### src/rtl/flr_pkg.sv
package flr_pkg;

    localparam int CFG_DATA_W  = 12;
    localparam int CFG_INDEX_W = 2;

    localparam logic [CFG_INDEX_W-1:0] REG_IMAGE_WIDTH  = 2'd0;
    localparam logic [CFG_INDEX_W-1:0] REG_IMAGE_HEIGHT = 2'd1;
    localparam logic [CFG_INDEX_W-1:0] REG_THREE_PLANES = 2'd2;

    localparam logic [CFG_DATA_W-1:0] RESET_IMAGE_WIDTH  = 12'd640;
    localparam logic [CFG_DATA_W-1:0] RESET_IMAGE_HEIGHT = 12'd480;

    localparam logic ACTION_START   = 1'b0;
    localparam logic ACTION_ADVANCE = 1'b1;

    typedef enum logic [1:0] {
        FIG_LINE  = 2'd0,
        FIG_CROSS = 2'd1,
        FIG_RECT  = 2'd2,
        FIG_NONE  = 2'd3
    } figure_t;

    typedef enum logic [1:0] {
        ST_WAIT,
        ST_SETUP,
        ST_DIV
    } state_t;

endpackage

### src/rtl/fixed_point_line_rasterizer_core.sv
// channel | signals                                   | beat
// in      | in_valid/in_ready, action..color_two      | start or advance item
// out     | out_valid/out_ready, pixel_x..last_pixel  | one pixel write
// cfg     | cfg_write, cfg_index, cfg_data            | register write, no wait
//
// an advance beat makes one accumulator add per pixel
// each new segment passes the setup state and then the shared restoring divider
// (DIVIDEND_W = COORD_WIDTH+2+FRACTION_BITS, 1 bit per cycle, then a done strobe);
// a zero-length segment skips the divider and goes straight back to wait
// in_ready is low during setup/divide and while an untaken pixel would be overwritten
// reset clears control state and config to defaults; no clearing pass is needed
module fixed_point_line_rasterizer_core #(
    parameter int COORD_WIDTH   = 12,
    parameter int COLOR_WIDTH   = 8,
    parameter int FRACTION_BITS = 16
) (
    input  logic                                clk,
    input  logic                                rst_n,
    input  logic                                in_valid,
    output logic                                in_ready,
    input  logic                                action,
    input  logic [1:0]                          figure,
    input  logic signed [COORD_WIDTH-1:0]       coord_a,
    input  logic signed [COORD_WIDTH-1:0]       coord_b,
    input  logic signed [COORD_WIDTH-1:0]       coord_c,
    input  logic signed [COORD_WIDTH-1:0]       coord_d,
    input  logic [COLOR_WIDTH-1:0]              color_zero,
    input  logic [COLOR_WIDTH-1:0]              color_one,
    input  logic [COLOR_WIDTH-1:0]              color_two,
    output logic                                out_valid,
    input  logic                                out_ready,
    output logic signed [COORD_WIDTH:0]         pixel_x,
    output logic signed [COORD_WIDTH:0]         pixel_y,
    output logic [COLOR_WIDTH-1:0]              value_zero,
    output logic [COLOR_WIDTH-1:0]              value_one,
    output logic [COLOR_WIDTH-1:0]              value_two,
    output logic                                all_planes,
    output logic                                last_pixel,
    input  logic                                cfg_write,
    input  logic [flr_pkg::CFG_INDEX_W-1:0]     cfg_index,
    input  logic [flr_pkg::CFG_DATA_W-1:0]      cfg_data
);

    // endpoint, signed length, length magnitude, dividend, slope, accumulator widths
    localparam int EW = COORD_WIDTH + 2;
    localparam int LW = COORD_WIDTH + 3;
    localparam int MW = LW - 1;
    localparam int DW = MW + FRACTION_BITS;
    localparam int SW = DW + 1;
    localparam int AW = COORD_WIDTH + FRACTION_BITS + 4;
    localparam int KW = (EW > flr_pkg::CFG_DATA_W + 1) ? EW : flr_pkg::CFG_DATA_W + 1;
    localparam int PW = COORD_WIDTH + 1;

    // configuration
    logic [flr_pkg::CFG_DATA_W-1:0] image_width_reg, image_height_reg;
    logic                           three_planes_reg;

    // figure and walk state
    flr_pkg::state_t              state_reg, state_next;
    logic                         active_reg, active_next;
    flr_pkg::figure_t             kind_reg;
    logic [1:0]                   seg_reg, seg_next;
    logic signed [COORD_WIDTH-1:0] pa_reg, pb_reg, pc_reg, pd_reg;
    logic [COLOR_WIDTH-1:0]       col0_reg, col1_reg, col2_reg;
    logic signed [EW-1:0]         major_pos_reg, major_end_reg;
    logic signed [AW-1:0]         accum_reg;
    logic signed [SW-1:0]         slope_reg;
    logic                         y_major_reg, step_down_reg, neg_reg;

    // output register
    logic                         out_valid_reg, out_valid_next;
    logic signed [PW-1:0]         px_reg, py_reg;
    logic [COLOR_WIDTH-1:0]       v0_reg, v1_reg, v2_reg;
    logic                         all_reg, last_reg;

    logic in_fire, out_free, is_start, is_adv;
    logic rect_ok, emit, walk_done, final_seg;

    // segment setup
    logic signed [EW-1:0] ea, eb, ec, ed, x1, y1, x2, y2;
    logic signed [LW-1:0] dx, dy, short_len, long_len;
    logic [MW-1:0]        adx, ady, ashort, along;
    logic signed [KW-1:0] xw_k, yh_k, wid_k, hgt_k;
    logic signed [EW-1:0] minor_start;
    logic signed [AW-1:0] accum_init;

    logic                 div_start, div_done;
    logic [DW-1:0]        div_q;
    logic signed [PW-1:0] minor_now;

    assign out_free = !out_valid_reg || out_ready;
    assign in_ready = (state_reg == flr_pkg::ST_WAIT) && out_free;
    assign in_fire  = in_valid && in_ready;
    assign is_start = in_fire && (action == flr_pkg::ACTION_START);
    assign is_adv   = in_fire && (action == flr_pkg::ACTION_ADVANCE);

    // rectangle origin must be non-negative and origin plus size below width and height
    always_comb
    begin
        xw_k    = KW'(EW'(coord_a) + EW'(coord_c));
        yh_k    = KW'(EW'(coord_b) + EW'(coord_d));
        wid_k   = KW'({1'b0, image_width_reg});
        hgt_k   = KW'({1'b0, image_height_reg});
        rect_ok = !coord_a[COORD_WIDTH-1] && !coord_b[COORD_WIDTH-1]
                  && (xw_k < wid_k) && (yh_k < hgt_k);
    end

    // endpoints of the current segment
    always_comb
    begin
        ea = EW'(pa_reg);
        eb = EW'(pb_reg);
        ec = EW'(pc_reg);
        ed = EW'(pd_reg);
        x1 = ea;
        y1 = eb;
        x2 = ec;
        y2 = ed;
        unique case (kind_reg)
            flr_pkg::FIG_CROSS:
            begin
                if (seg_reg == 2'd0)
                begin
                    x1 = ea - ec;
                    y1 = eb;
                    x2 = ea + ec;
                    y2 = eb;
                end
                else
                begin
                    x1 = ea;
                    y1 = eb - ec;
                    x2 = ea;
                    y2 = eb + ec;
                end
            end
            flr_pkg::FIG_RECT:
            begin
                unique case (seg_reg)
                    2'd0:
                    begin
                        x1 = ea;      y1 = eb;      x2 = ea + ec; y2 = eb;
                    end
                    2'd1:
                    begin
                        x1 = ea + ec; y1 = eb;      x2 = ea + ec; y2 = eb + ed;
                    end
                    2'd2:
                    begin
                        x1 = ea + ec; y1 = eb + ed; x2 = ea;      y2 = eb + ed;
                    end
                    default:
                    begin
                        x1 = ea;      y1 = eb + ed; x2 = ea;      y2 = eb;
                    end
                endcase
            end
            default:
            begin
                x1 = ea;
                y1 = eb;
                x2 = ec;
                y2 = ed;
            end
        endcase
    end

    // lengths, axis choice and accumulator start
    always_comb
    begin
        dx  = LW'(x2) - LW'(x1);
        dy  = LW'(y2) - LW'(y1);
        adx = MW'(dx[LW-1] ? -dx : dx);
        ady = MW'(dy[LW-1] ? -dy : dy);
        if (ady > adx)
        begin
            short_len   = dx;
            long_len    = dy;
            ashort      = adx;
            along       = ady;
            minor_start = x1;
        end
        else
        begin
            short_len   = dy;
            long_len    = dx;
            ashort      = ady;
            along       = adx;
            minor_start = y1;
        end
        accum_init = (AW'(minor_start) <<< FRACTION_BITS)
                     | (AW'(1) << (FRACTION_BITS - 1));
    end

    assign div_start = (state_reg == flr_pkg::ST_SETUP) && (along != '0);

    flr_divider #(
        .DIVIDEND_W (DW),
        .DIVISOR_W  (MW)
    ) u_div (
        .clk      (clk),
        .rst_n    (rst_n),
        .start    (div_start),
        .dividend ({ashort, FRACTION_BITS'(0)}),
        .divisor  (along),
        .done     (div_done),
        .quotient (div_q)
    );

    // walk decisions
    assign emit      = is_adv && active_reg;
    assign walk_done = (major_pos_reg == major_end_reg);
    always_comb
    begin
        unique case (kind_reg)
            flr_pkg::FIG_LINE:  final_seg = (seg_reg == 2'd0);
            flr_pkg::FIG_CROSS: final_seg = (seg_reg == 2'd1);
            default:            final_seg = (seg_reg == 2'd3);
        endcase
    end

    // floor shift of the accumulator
    assign minor_now = PW'(accum_reg >>> FRACTION_BITS);

    // sequencer
    always_comb
    begin
        state_next     = state_reg;
        active_next    = active_reg;
        seg_next       = seg_reg;
        out_valid_next = out_valid_reg && !out_ready;
        unique case (state_reg)
            flr_pkg::ST_WAIT:
            begin
                if (is_start)
                begin
                    seg_next = 2'd0;
                    if (figure == flr_pkg::FIG_NONE
                        || (figure == flr_pkg::FIG_RECT && !rect_ok))
                    begin
                        active_next = 1'b0;
                    end
                    else
                    begin
                        active_next = 1'b1;
                        state_next  = flr_pkg::ST_SETUP;
                    end
                end
                else if (emit)
                begin
                    out_valid_next = 1'b1;
                    if (walk_done)
                    begin
                        if (final_seg)
                        begin
                            active_next = 1'b0;
                            seg_next    = 2'd0;
                        end
                        else
                        begin
                            seg_next   = seg_reg + 2'd1;
                            state_next = flr_pkg::ST_SETUP;
                        end
                    end
                end
            end
            flr_pkg::ST_SETUP:
            begin
                state_next = (along != '0) ? flr_pkg::ST_DIV : flr_pkg::ST_WAIT;
            end
            flr_pkg::ST_DIV:
            begin
                if (div_done)
                begin
                    state_next = flr_pkg::ST_WAIT;
                end
            end
            default:
            begin
                state_next = flr_pkg::ST_WAIT;
            end
        endcase
    end

    always_ff @(posedge clk or negedge rst_n)
    begin
        if (!rst_n)
        begin
            state_reg        <= flr_pkg::ST_WAIT;
            active_reg       <= 1'b0;
            seg_reg          <= 2'd0;
            out_valid_reg    <= 1'b0;
            image_width_reg  <= flr_pkg::RESET_IMAGE_WIDTH;
            image_height_reg <= flr_pkg::RESET_IMAGE_HEIGHT;
            three_planes_reg <= 1'b0;
        end
        else
        begin
            state_reg     <= state_next;
            active_reg    <= active_next;
            seg_reg       <= seg_next;
            out_valid_reg <= out_valid_next;
            if (cfg_write)
            begin
                unique case (cfg_index)
                    flr_pkg::REG_IMAGE_WIDTH:  image_width_reg  <= cfg_data;
                    flr_pkg::REG_IMAGE_HEIGHT: image_height_reg <= cfg_data;
                    flr_pkg::REG_THREE_PLANES: three_planes_reg <= cfg_data[0];
                    default:                   ;
                endcase
            end
        end
    end

    // datapath registers
    always_ff @(posedge clk)
    begin
        if (is_start)
        begin
            kind_reg <= flr_pkg::figure_t'(figure);
            pa_reg   <= coord_a;
            pb_reg   <= coord_b;
            pc_reg   <= coord_c;
            pd_reg   <= coord_d;
            col0_reg <= color_zero;
            col1_reg <= color_one;
            col2_reg <= color_two;
        end
        if (state_reg == flr_pkg::ST_SETUP)
        begin
            y_major_reg   <= (ady > adx);
            step_down_reg <= !(long_len > 0);
            neg_reg       <= short_len[LW-1] ^ long_len[LW-1];
            major_pos_reg <= (ady > adx) ? y1 : x1;
            major_end_reg <= (ady > adx) ? y2 : x2;
            accum_reg     <= accum_init;
            slope_reg     <= '0;
        end
        if (div_done)
        begin
            slope_reg <= neg_reg ? -SW'(div_q) : SW'(div_q);
        end
        if (emit && !walk_done)
        begin
            if (step_down_reg)
            begin
                major_pos_reg <= major_pos_reg - EW'(1);
                accum_reg     <= accum_reg - AW'(slope_reg);
            end
            else
            begin
                major_pos_reg <= major_pos_reg + EW'(1);
                accum_reg     <= accum_reg + AW'(slope_reg);
            end
        end
        if (emit)
        begin
            px_reg   <= y_major_reg ? minor_now : PW'(major_pos_reg);
            py_reg   <= y_major_reg ? PW'(major_pos_reg) : minor_now;
            v0_reg   <= col0_reg;
            v1_reg   <= three_planes_reg ? col1_reg : '0;
            v2_reg   <= three_planes_reg ? col2_reg : '0;
            all_reg  <= three_planes_reg;
            last_reg <= walk_done && final_seg;
        end
    end

    assign out_valid  = out_valid_reg;
    assign pixel_x    = px_reg;
    assign pixel_y    = py_reg;
    assign value_zero = v0_reg;
    assign value_one  = v1_reg;
    assign value_two  = v2_reg;
    assign all_planes = all_reg;
    assign last_pixel = last_reg;

endmodule

### src/rtl/flr_divider.sv
module flr_divider #(
    parameter int DIVIDEND_W = 30,
    parameter int DIVISOR_W  = 14
) (
    input  logic                  clk,
    input  logic                  rst_n,
    input  logic                  start,
    input  logic [DIVIDEND_W-1:0] dividend,
    input  logic [DIVISOR_W-1:0]  divisor,
    output logic                  done,
    output logic [DIVIDEND_W-1:0] quotient
);

    localparam int CNT_W = $clog2(DIVIDEND_W + 1);

    logic [DIVISOR_W:0]    rem_reg, rem_next;
    logic [DIVIDEND_W-1:0] quo_reg, quo_next;
    logic [DIVISOR_W-1:0]  div_reg;
    logic [CNT_W-1:0]      cnt_reg, cnt_next;
    logic                  busy_reg, busy_next;
    logic                  done_reg, done_next;
    logic [DIVISOR_W:0]    shifted;
    logic                  fit;

    // one restoring step per cycle, quotient bits shift in from the right
    always_comb
    begin
        shifted   = {rem_reg[DIVISOR_W-1:0], quo_reg[DIVIDEND_W-1]};
        fit       = (shifted >= {1'b0, div_reg});
        rem_next  = rem_reg;
        quo_next  = quo_reg;
        cnt_next  = cnt_reg;
        busy_next = busy_reg;
        done_next = 1'b0;
        if (start)
        begin
            rem_next  = '0;
            quo_next  = dividend;
            cnt_next  = CNT_W'(DIVIDEND_W);
            busy_next = 1'b1;
        end
        else if (busy_reg)
        begin
            rem_next = fit ? (shifted - {1'b0, div_reg}) : shifted;
            quo_next = {quo_reg[DIVIDEND_W-2:0], fit};
            cnt_next = cnt_reg - CNT_W'(1);
            if (cnt_reg == CNT_W'(1))
            begin
                busy_next = 1'b0;
                done_next = 1'b1;
            end
        end
    end

    always_ff @(posedge clk or negedge rst_n)
    begin
        if (!rst_n)
        begin
            cnt_reg  <= '0;
            busy_reg <= 1'b0;
            done_reg <= 1'b0;
        end
        else
        begin
            cnt_reg  <= cnt_next;
            busy_reg <= busy_next;
            done_reg <= done_next;
        end
    end

    always_ff @(posedge clk)
    begin
        rem_reg <= rem_next;
        quo_reg <= quo_next;
        if (start)
        begin
            div_reg <= divisor;
        end
    end

    assign done     = done_reg;
    assign quotient = quo_reg;

endmodule

### config.mk
export PLATFORM = sky130hd
export DESIGN_NAME = fixed_point_line_rasterizer_core
export DESIGN_NICKNAME = d
export VERILOG_FILES = /design/src/rtl/flr_pkg.sv /design/src/rtl/fixed_point_line_rasterizer_core.sv /design/src/rtl/flr_divider.sv
export SDC_FILE = /design/constraint.sdc
export NUM_CORES = 1
export LEC_CHECK = 0
export BUFFER_PORTS_ARGS = -buffer_cell sky130_fd_sc_hd__buf_4
export CORE_ASPECT_RATIO = 0.7
export CORE_MARGIN = 10
export CORE_UTILIZATION = 35
export DETAILED_ROUTE_END_ITERATION = 8
export PLACE_DENSITY = 0.52
export SETUP_SLACK_MARGIN = 0.5
export SLEW_MARGIN = 20
export SYNTH_ARGS = -nofsm -noshare
export SYNTH_HDL_FRONTEND = slang
export SYNTH_SLANG_ARGS = --single-unit
export TNS_END_PERCENT = 5
### constraint.sdc
create_clock -name clk -period 12.25 [get_ports clk]
set_clock_uncertainty 0.15 [all_clocks]
set_input_delay 1.225 -clock clk [delete_from_list [all_inputs] [get_ports clk]]
set_output_delay 1.225 -clock clk [all_outputs]
set_load 0.02 [all_outputs]
==> out/qor.yml <==
sta:
  setup_viol: 0
  worst_pin_slew_ns: 1.13
  max-slew-margin-rel: 0.248
  hold_viol: 0
  rsz0062_at_grt: "false"
  maxSlewViolCount: 0
  min_period_over_period: 0.887
  period_needed_ns: 10.86
  max_freq_mhz: 92.1
  hold_slack_ns: 0.264
  tns_ns: 0
yosys:
  synth_top_family_by_area: "compound AO/OA/AOI/OAI gates"
  syn-cell-area_mm2: 0.0234
  synthAdderAreaFrac: 0.123
  syn_inst: 2451
  yosys.area_share.simple: 0.137
  yosys_warnings: 0
  synthMuxAreaShare: 0.0503
  ys_top_cells_by_area: "edfxtp_1, ha_1, xnor2_1, a21oi_1, nor2_1"
  synthDominantAreaCellType: "edfxtp_1"
  ys_types: 98
  synthXorXnorAreaFrac: 0.0816
  synth_nets: 2767
  synth-main-ff-cell: "edfxtp_1"
  synth_most_common_cell: "edfxtp_1"
  synth_compound_gate_area_share: 0.186
  synth_top_area_frac: 0.311
  ys_seq_area_frac: 0.377
  avgSynthCellArea_um2: 9.54
  ys_seq_elements: 310
  ys_async_sr_fraction: 0.123
  synth_edf_count: 242
  ys_top_cells_by_count: "edfxtp_1, a21oi_1, nor2_1, ha_1, inv_1"
cells_and_area:
  regArea_mm2: 0.00883
  area_growth_pct: 13.7
  stdcell_area_mm2: 0.0266
  nets: 2887
  multi_input_area_mm2: 0.0135
  layout-drive-gt1-share: 0.132
  largest_reg_flops: 30
  fillCellCount: 6521
  final_cells: 3489
power:
  power_frac_comb: 0.656
  powerDensity_mw_per_mm2: 319
  clkPwrFrac: 0.126
  switching_power_mw: 4.20
  power_frac_seq: 0.218
  leakage_nw: 10.9
  swShare: 0.494
  p_int_mw: 4.29
  ir_drop_v: 0.000442
hold_path:
  min_path_type: "register to register"
  hp-start: "col0_reg[7]"
job:
  max-cap-violations: 0
setup_path:
  r2r_start: "kind_reg[0]"
  critPathRequiredTime_ns: 12.33
  critPathTopFamily: "compound AO/OA/AOI/OAI gates"
  start_kind: "register"
  end_kind: "register"
  slowest_delay_ns: 0.88
  crit_fanout: 45
  crit_slowest_cell: "ha_1"
  path_class: "register to register"
  cpMostUsedCell: "a21o_1"
  cp.arrival_ns: 10.94
  crit_start: "kind_reg[0]"
  cp_num_buf_inv: 4
place:
  placed_area_mm2: 0.0254
  dp.cells: 3422
  place_congestion: 0.917
  dp_hpwl_um: 55300
  numPortBuffers: 147
routing:
  drtPass1Iterations: 8
  avgViaCountPerCell: 5.37
  num_vias: 18700
  drt_wl_total_um: 70700
  postRouteAntennaNets: 0
  drt_iter0_drc: 1738
  post-route-drc-count: 0
  wl_per_cell_um: 20.3
clock_tree:
  clockBufferDepth: 3
  clkSinkCount: 310
  root_buffer: "clkbuf_16"
  htreeDepth: 2
  cts_resized: 0
  cts_buffers: 37
  path_clk_slew_ns: 0.06
  cts_setup_buffers: 0
  ctsHoldBuffers: 0
  cts_tree: "done"
  clkLatencyLatePin_ns: 0.57
die:
  fp-row-count: 79
  die_x_um: 329
  ios: 148
  die_area_mm2: 0.0777
  dieHeight_um: 236
  initial_utilization: 0.353
  coreArea_mm2: 0.0663
outcome:
  status: "completed"
global_route:
  grt_pass1_wl_um: 108000
  grt_remaining_overflow: 0
  grt_usage: 0.177
  antenna_found_initial: 5
  grt_pass1_vias: 18200
  grt_max_degree: 66
[cells by family after synthesis]
logic type / count (synthesis)
AOI/OAI and AO/OA: 663
xor gates and xnor gates: 217
adders and majority gates: 224
buffers and inverters: 263
DFF: 310
muxes: 111
and+or+nand+nor: 663
[cell usage in the layout (no fill, tap or decap), types with 12 or more instances in the layout]
cell,instances
edfxtp_1,242
a21oi_1,222
nor2_1,218
ha_1,210
buf_4,172
inv_1,168
nand2_1,161
xnor2_1,153
o21ai_0,135
xor2_1,63
mux2i_1,58
a21o_1,53
mux2_2,53
and2_1,51
nor3_1,41
clkbuf_16,38
nand2b_1,37
nor2b_1,31
dfrtp_1,31
dfxtp_1,30
o21bai_1,27
nand3_1,24
o21a_1,21
o31ai_1,21
o211ai_1,19
a221oi_1,17
and3_1,16
a211oi_2,14
or3_1,13
a222oi_1,13
nand4_1,13
fa_1,12
[metal layers]
layer	vias up	wire (um)	track usage
met3	86	6460	0.0548
met5	-	111	0.0102
met1	8931	35400	0.265
li1	9104	-	-
met2	608	27500	0.241
met4	4	1180	0.0379
[power by group through the flow]
stage / sequential (mW) / combinational [mW] / clock (mW)
floorplan: 1.81 / 3.88 / 0
global placement: 1.87 / 5.40 / 0
detailed placement: 1.88 / 5.44 / 0
CTS: 1.86 / 5.47 / 1.11
global route: 1.89 / 6.12 / 1.15
finish: 1.85 / 5.57 / 1.07
[through the flow]
stage / utilization / power (mW) / worst slack, ns
after detailed placement: 0.383 / 7.31 / 1.69
after global placement: 0.383 / 7.27 / 1.80
after global routing: 0.401 / 9.16 / 0.787
after floorplan: - / 5.69 / 4.10
after CTS: 0.401 / 8.43 / 1.66
final: 0.401 / 8.49 / 1.39
[layout make-up]
cell class | instances | share of cell area
Multi-Input combinational cell | 1878 | 0.509
Sequential cell | 310 | 0.332
Timing Repair Buffer | 173 | 0.0491
Tap cell | 891 | 0.0419
Clock buffer | 44 | 0.0366
Inverter | 171 | 0.0241
Clock inverter | 21 | 0.00673
Antenna cell | 1 | 0.0000941
[final timing paths]
| kind | slack, ns | endpoint | cells past startpoint |
|---|---|---|---|
| max in group asynchronous | 11.01 | u_div.busy_reg | 1 |
| worst max-delay path | 1.39 | u_div.quotient[23] | 32 |
| min in group asynchronous | 0.50 | state_reg[1] | 1 |
| worst min-delay path | 0.26 | value_zero[7] | 0 |
| worst min register to register | 0.26 | value_zero[7] | 0 |
| worst max register to register | 1.39 | u_div.quotient[23] | 32 |
[worst register-to-register path: cells and delay by family, from the launching register on]
family / cells / cell delay (ns)
DFF: 1 / 0.36
adders and majority gates: 3 / 1.59
and+or+nand+nor: 3 / 1.50
buffers and inverters: 4 / 1.46
AOI/OAI and AO/OA: 21 / 5.12
xor gates and xnor gates: 1 / 0.34
Power figures use the tool's default switching activity.
